<file path="src/hw/rtl/cpc_pkg.sv">
// shared types, constants and helper functions of the circle pair collision resolver
package cpc_pkg;

  localparam int PosW    = 20;
  localparam int VelW    = 15;
  localparam int DiamW   = 16;
  localparam int SpeedW  = 14;
  localparam int DiffW   = PosW + 1;
  localparam int SqW     = 2 * DiffW;
  localparam int VsqW    = 2 * VelW;
  localparam int RatMW   = 16;
  localparam int RatAW   = DiffW;
  localparam int KW      = 18;
  localparam int OffW    = KW + 1;
  localparam int WW      = 17;
  localparam int WMagW   = WW - 1;
  localparam int SwW     = 2 * WMagW;
  localparam int DataW   = 144;
  localparam int CfgW    = 16;

  localparam int FracBits = 8;
  localparam int UnitBits = 14;
  // largest squared distance that still counts as coincident centers
  localparam logic [SqW-1:0] SkipMax = SqW'(((64'd1 << (2 * FracBits)) - 64'd1) / 64'd100);
  localparam logic [RatMW-1:0] UnitM = RatMW'(64'd1 << (UnitBits + 1));

  localparam int FrontLat = 3;
  localparam int RatioLat = 3 + KW;

  localparam logic [DiamW-1:0]  DiamReset  = 16'd7680;
  localparam logic [SpeedW-1:0] SpeedReset = 14'd2560;

  typedef enum logic [0:0] {
    CfgDiameter = 1'b0,
    CfgSpeed    = 1'b1
  } cpc_cfg_e;

  typedef struct packed {
    logic signed [PosW-1:0] a_pos_x;
    logic signed [PosW-1:0] a_pos_y;
    logic signed [VelW-1:0] a_vel_x;
    logic signed [VelW-1:0] a_vel_y;
    logic signed [PosW-1:0] b_pos_x;
    logic signed [PosW-1:0] b_pos_y;
    logic signed [VelW-1:0] b_vel_x;
    logic signed [VelW-1:0] b_vel_y;
  } cpc_pair_t;

  typedef struct packed {
    cpc_pair_t              pair;
    logic signed [PosW-1:0] mid_x;
    logic signed [PosW-1:0] mid_y;
    logic                   dx_neg;
    logic                   dy_neg;
    logic                   va_zero;
    logic                   vb_zero;
    logic                   skip;
  } cpc_side_t;

  typedef struct packed {
    cpc_side_t         side;
    logic [SqW-1:0]    s;
    logic [VsqW-1:0]   sva;
    logic [VsqW-1:0]   svb;
    logic [RatAW-1:0]  dx_mag;
    logic [RatAW-1:0]  dy_mag;
  } cpc_front_t;

  typedef struct packed {
    logic signed [OffW-1:0] off_x;
    logic signed [OffW-1:0] off_y;
    logic [KW-1:0]          g_x;
    logic [KW-1:0]          g_y;
    logic                   wa_zero;
    logic                   wb_zero;
    logic [3:0]             w_neg;
  } cpc_mid_t;

  typedef struct packed {
    cpc_pair_t pair;
    logic      skipped;
    logic      degenerate;
  } cpc_out_t;

  function automatic logic [VelW-1:0] vel_mag(input logic signed [VelW-1:0] v);
    logic signed [VelW-1:0] n;
    n = -v;
    return v[VelW-1] ? n : v;
  endfunction

  // (k + 1) / 2, turns the doubled floor ratio into a half-away rounding
  function automatic logic [KW-1:0] round_half(input logic [KW-1:0] k);
    logic [KW:0] t;
    t = {1'b0, k} + (KW+1)'(1);
    return t[KW:1];
  endfunction

  function automatic logic signed [OffW-1:0] apply_sign(input logic neg,
                                                       input logic [KW-1:0] mag);
    logic signed [OffW-1:0] v;
    v = signed'({1'b0, mag});
    return neg ? -v : v;
  endfunction

  function automatic logic signed [PosW-1:0] sat_pos(input logic signed [PosW:0] v);
    logic signed [PosW:0] hi;
    logic signed [PosW:0] lo;
    hi = signed'((PosW+1)'((64'd1 << (PosW - 1)) - 64'd1));
    lo = -hi - (PosW+1)'(1);
    if (v > hi) begin
      return hi[PosW-1:0];
    end else if (v < lo) begin
      return lo[PosW-1:0];
    end
    return v[PosW-1:0];
  endfunction

endpackage

</file>
<file path="src/hw/rtl/cpc_front.sv">
// front stages: differences, midpoint, squared lengths and coincidence test
module cpc_front (
  input  logic                 clk_i,
  input  logic                 en_i,
  input  cpc_pkg::cpc_pair_t   pair_i,
  output cpc_pkg::cpc_front_t  front_o
);
  import cpc_pkg::*;

  localparam int Vsq1W = VsqW - 1;

  cpc_pair_t               pair1_q, pair2_q;
  logic signed [DiffW-1:0] dx_q, dy_q;
  logic signed [PosW-1:0]  mx1_q, my1_q, mx2_q, my2_q;
  logic                    dxn_q, dyn_q;
  logic [RatAW-1:0]        dxm_q, dym_q;
  logic [SqW-1:0]          dx2_q, dy2_q;
  logic [Vsq1W-1:0]        vax2_q, vay2_q, vbx2_q, vby2_q;
  logic signed [DiffW-1:0] sum_x, sum_y, dxa, dya;
  logic [SqW-1:0]          s_sum;
  logic [VelW-1:0]         m_ax, m_ay, m_bx, m_by;

  assign sum_x = DiffW'(pair_i.a_pos_x) + DiffW'(pair_i.b_pos_x);
  assign sum_y = DiffW'(pair_i.a_pos_y) + DiffW'(pair_i.b_pos_y);
  assign dxa   = dx_q[DiffW-1] ? -dx_q : dx_q;
  assign dya   = dy_q[DiffW-1] ? -dy_q : dy_q;
  assign m_ax  = vel_mag(pair1_q.a_vel_x);
  assign m_ay  = vel_mag(pair1_q.a_vel_y);
  assign m_bx  = vel_mag(pair1_q.b_vel_x);
  assign m_by  = vel_mag(pair1_q.b_vel_y);
  assign s_sum = dx2_q + dy2_q;

  always_ff @(posedge clk_i) begin
    if (en_i) begin
      pair1_q <= pair_i;
      dx_q    <= DiffW'(pair_i.a_pos_x) - DiffW'(pair_i.b_pos_x);
      dy_q    <= DiffW'(pair_i.a_pos_y) - DiffW'(pair_i.b_pos_y);
      mx1_q   <= sum_x[DiffW-1:1];
      my1_q   <= sum_y[DiffW-1:1];

      pair2_q <= pair1_q;
      mx2_q   <= mx1_q;
      my2_q   <= my1_q;
      dxn_q   <= dx_q[DiffW-1];
      dyn_q   <= dy_q[DiffW-1];
      dxm_q   <= dxa;
      dym_q   <= dya;
      dx2_q   <= SqW'(dxa) * SqW'(dxa);
      dy2_q   <= SqW'(dya) * SqW'(dya);
      vax2_q  <= Vsq1W'(m_ax) * Vsq1W'(m_ax);
      vay2_q  <= Vsq1W'(m_ay) * Vsq1W'(m_ay);
      vbx2_q  <= Vsq1W'(m_bx) * Vsq1W'(m_bx);
      vby2_q  <= Vsq1W'(m_by) * Vsq1W'(m_by);

      front_o.side.pair    <= pair2_q;
      front_o.side.mid_x   <= mx2_q;
      front_o.side.mid_y   <= my2_q;
      front_o.side.dx_neg  <= dxn_q;
      front_o.side.dy_neg  <= dyn_q;
      front_o.side.va_zero <= (vax2_q == '0) && (vay2_q == '0);
      front_o.side.vb_zero <= (vbx2_q == '0) && (vby2_q == '0);
      front_o.side.skip    <= s_sum <= SkipMax;
      front_o.s            <= s_sum;
      front_o.sva          <= VsqW'(vax2_q) + VsqW'(vay2_q);
      front_o.svb          <= VsqW'(vbx2_q) + VsqW'(vby2_q);
      front_o.dx_mag       <= dxm_q;
      front_o.dy_mag       <= dym_q;
    end
  end

endmodule
</file>
<file path="config.mk">
export PLATFORM = sky130hd
export DESIGN_NAME = cpc_front
export DESIGN_NICKNAME = d
export VERILOG_FILES = /design/src/hw/rtl/cpc_pkg.sv /design/src/hw/rtl/cpc_front.sv
export SDC_FILE = /design/constraint.sdc
export NUM_CORES = 2
export LEC_CHECK = 0
export BUFFER_PORTS_ARGS = -buffer_cell sky130_fd_sc_hd__buf_2
export CORE_ASPECT_RATIO = 1.1
export CORE_MARGIN = 2
export CORE_UTILIZATION = 40
export CTS_BUF_LIST = sky130_fd_sc_hd__clkbuf_2
export DETAILED_ROUTE_END_ITERATION = 6
export HOLD_SLACK_MARGIN = 0.15
export PLACE_DENSITY = 0.59
export SLEW_MARGIN = 20
export SYNTH_ARGS = -nofsm -noshare
export SYNTH_HDL_FRONTEND = slang
export SYNTH_SLANG_ARGS = --single-unit
</file>
<file path="constraint.sdc">
create_clock -name clk_i -period 29.5 [get_ports clk_i]
set_input_delay 5.9 -clock clk_i [delete_from_list [all_inputs] [get_ports clk_i]]
set_output_delay 5.9 -clock clk_i [all_outputs]
set_load 0.05 [all_outputs]
</file>
==> impl.org <==
** Detailed routing
- Initial detailed-routing violation count :: 3224
- Via Count :: 57820
- The count of nets left with antenna violations once routing finished came out at 0.
- Detail-routed via count per cell :: 4.883
- Number of remaining DRC errors :: 0
- The first detailed-routing pass ran for 7 iterations.
- After detailed routing, the average wire length per cell comes to 17.52 um.
- Drt total wl :: 207.4 mm

** STA
- Setup violations remaining at the end of the flow were counted as 0.
- Final hold vios :: 0
- Worst relative slew slack :: 18.99%
- Worst Skew :: 178.1 ps
- Worst Tran Pin Value :: 1215 ps
- Based on the critical path, the design can be clocked at up to 82.58 MHz.
- The final max-slew violation count came to 0.
- Summed negative setup slack over all endpoints :: 0 ps
- The final critical path takes up 41.05% of the cycle.
- The clock period could shrink to 12110 ps.
- Setup repair after global routing left no endpoint under its margin.

** Worst setup path
- Required arrival time at the worst endpoint :: 30860 ps
- Endpoint type of the worst setup path :: register
- Maximum fanout encountered on the critical timing path :: 17
- Startpoint-to-endpoint class of the critical path :: register to register
- STA classifies the critical path startpoint as a register.
- Arrival time of the worst setup path :: 13470 ps
- The largest individual stage delay along the critical path comes from the cell sky130_fd_sc_hd__edfxtp_1.
- Slowest Stage Delay on Critical Path :: 700 ps
- Most frequent cell on the critical path :: sky130_fd_sc_hd__fa_1

** Yosys
- Of the total synthesized cell area, the portion taken by AND, OR, NAND and NOR gates is 8.039%.
- In the synthesized netlist the dominant register cell turns out to be sky130_fd_sc_hd__edfxtp_1.
- The portion of synthesized area spent on multiplexers is 0.04746%.
- Compound-gate portion of the synthesized area :: 5.266%
- Average cell area after synthesis :: 11.26 um2
- Syn Inst Count :: 7960
- In this run the cell area of the synthesized design comes to 89640 um2.
- Counting flops with an async set or reset pin after synthesis yields a share of 0%.
- Yosys printed 0 warnings.
- Xor and xnor fraction of the mapped netlist area :: 4.319%
- Synthesis inferred 963 register bits.
- Area share of fa/ha/maj cells after synthesis :: 41.45%
- Distinct cell type count of the synthesized netlist :: 86
- Register area share after synthesis :: 32.26%
- Number of enable-type register cells in the synthesized netlist :: 963
- Combinational family with the most area after synthesis :: adder cells

** Hold path
- HP Class :: register to register

** Clock tree
- CTS buffer count :: 274
- In this run the clock root is driven by a sky130_fd_sc_hd__clkbuf_2.
- Post-CTS Hold Fix Bufs :: 0
- Clock tree from TritonCTS :: yes
- Cells resized by post-CTS repair :: 0
- After clock tree synthesis, the setup repair step added 0 buffers.
- Clock Pin Slew Worst Setup and Hold Paths :: 110 ps
- Deepest clock path buffer count :: 4
- Number of clock sinks :: 963
- In this run the number of H-tree levels came out at 5.
- The later pin in the worst-skew pair is clocked with a latency of 1750 ps.

** Placed design
- The congestion estimate from routability-driven global placement came to 0.8983.
- Port-buffer cells :: 470
- DP HPWL :: 166.3 mm
- Placed Cells :: 11400

** Global route
- Gr busiest metal :: met2
- Wire length of the first global-routing pass :: 335.3 mm
- Across every metal layer, demand over resource in global routing totals 18.75%.
- Antenna violations before repair :: 10
- Number of global-route vias before repair :: 63570
- Global routing consumed, on the met3 layer, 3.546% of the routing resources.
- The total overflow left after global routing is 0.
- In the global route stage, met2 resource usage came out at 32.83%.
- Global routing used 22.54% of the available met1 tracks.
- Maximum number of pins on one net before global-route repair :: 94

** Floorplan
- DIE WIDTH :: 455.4 um
- Die H :: 500.5 um
- Area enclosed by the die boundary :: 227900 um2
- After floorplanning, the core was divided into 182 placement rows.
- I/O pin count :: 471
- Placeable core region :: 223200 um2
- Initial Util :: 40.17%

** Cells and area
- Most frequent cells in the layout :: sky130_fd_sc_hd__inv_1, sky130_fd_sc_hd__fa_1, sky130_fd_sc_hd__edfxtp_1
- In the final layout, flip-flops and latches occupy 28920 um2.
- Most frequent standard cell in the layout excluding fill and tap cells :: sky130_fd_sc_hd__inv_1
- Multi-input combinational cell area :: 53330 um2
- Number of cells in the finished layout apart from fillers :: 11840
- The filler cells instantiated in the layout total 21110.
- Layout cells sized above 1 :: 11.19%
- Area growth, synth to finish :: 9.828%
- After the last flow step, the layout net total stands at 11010.

** Status
- The run finished with clean final reports.

** Flow run
- Max-Cap Viols :: 0
## state kept, by name (all words and copies together) (netlist names)
| name | cells |
|---|---|
| dx2_q | 40 |
| dx_q | 21 |
| dxm_q | 21 |
| dxn_q | 1 |
| dy2_q | 40 |
| dy_q | 21 |
| dym_q | 21 |
| dyn_q | 1 |
| front_o | 329 |
| mx1_q | 20 |
| mx2_q | 20 |
| my1_q | 20 |
| my2_q | 20 |
| pair1_q | 140 |
| pair2_q | 140 |
| vax2_q | 27 |
| vay2_q | 27 |
| vbx2_q | 27 |
| vby2_q | 27 |
## routing by layer
metal  share of wire [%]  vias up
met4                 4.1       12
met3                 5.2      463
met1                  39    29110
met5               0.040        -
li1                    -    26790
met2                  51     1441
## critical path, delay by kind of cell, from the launching register on
kind,cells,cell delay (ps)
AND/OR/NAND/NOR,6,1550
XOR/XNOR,2,660
adder cells (fa/ha/maj),8,3950
buffers and inverters,7,1800
AO/OA/AOI/OAI,10,3050
flip-flops,1,700
## cells in the mapped netlist (all sizes together), types with 11 or more instances
library cell | n | area share [%]
edfxtp | 963 | 32
o41ai | 14 | 0.14
nand2b | 50 | 0.35
clkinv | 25 | 0.10
a31oi | 30 | 0.21
nand3 | 55 | 0.31
nor3 | 90 | 0.50
a21boi | 11 | 0.092
o21ai | 123 | 0.69
a21o | 79 | 0.68
a21oi | 223 | 1.2
o21bai | 38 | 0.32
fa | 1381 | 31
nand4 | 16 | 0.11
ha | 760 | 11
a211oi | 17 | 0.14
clkbuf | 128 | 0.54
o31ai | 34 | 0.30
and3 | 35 | 0.24
xor2 | 142 | 1.4
o21a | 55 | 0.47
inv | 1897 | 7.9
or2 | 20 | 0.14
nand2 | 504 | 2.1
or3 | 38 | 0.27
or4 | 11 | 0.096
nor2b | 44 | 0.31
nor4 | 41 | 0.29
xnor2 | 300 | 2.9
nor2 | 679 | 2.9
## logic make-up (layout without fill, tap and decap cells)
family	after synthesis	in the layout
compound gates	720	720
xor+xnor	442	442
fa+ha+maj	2141	2141
buf+inv	2056	2908
flops	963	963
mux	4	4
other cells	2	86
simple gates	1632	1632
## layout make-up
type	count	share of cell area, %
Timing Repair Buffer	555	3.048
Multi-Input combinational cell	5015	54.17
Clock buffer	356	1.810
Tap cell	2944	3.742
Clock inverter	75	0.5007
Sequential cell	963	29.37
Antenna cell	10	0.02542
Inverter	1922	7.328
## worst paths after layout
path / start / to / slack, ps / depth (start not counted)
max: dx_q[0]$_DFFE_PP_ / dx2_q[39]$_DFFE_PP_ / 17390 / 33
min: pair2_q[102]$_DFFE_PP_ / front_o[291]$_DFFE_PP_ / 310 / 0
max reg2reg: dx_q[0]$_DFFE_PP_ / dx2_q[39]$_DFFE_PP_ / 17390 / 33
min reg2reg: pair2_q[102]$_DFFE_PP_ / front_o[291]$_DFFE_PP_ / 310 / 0
## through the flow
step / instance area, um2 / setup WS (ps) / util (%) / hold WS (ps)
after global routing: 98440 / 16500 / 44.11 / 342.0
final: 98450 / 17390 / 44.11 / 313.7
after global placement: 96140 / 17760 / 43.08 / 400.6
after detailed placement: 96140 / 17550 / 43.08 / 404.5
after floorplan: 89920 / 19660 / - / 400.3
after CTS: 98420 / 17520 / 44.10 / 330.9
Power is not shown: default switching activity piles up to over one toggle a cycle in this logic, so the estimate is an artifact.
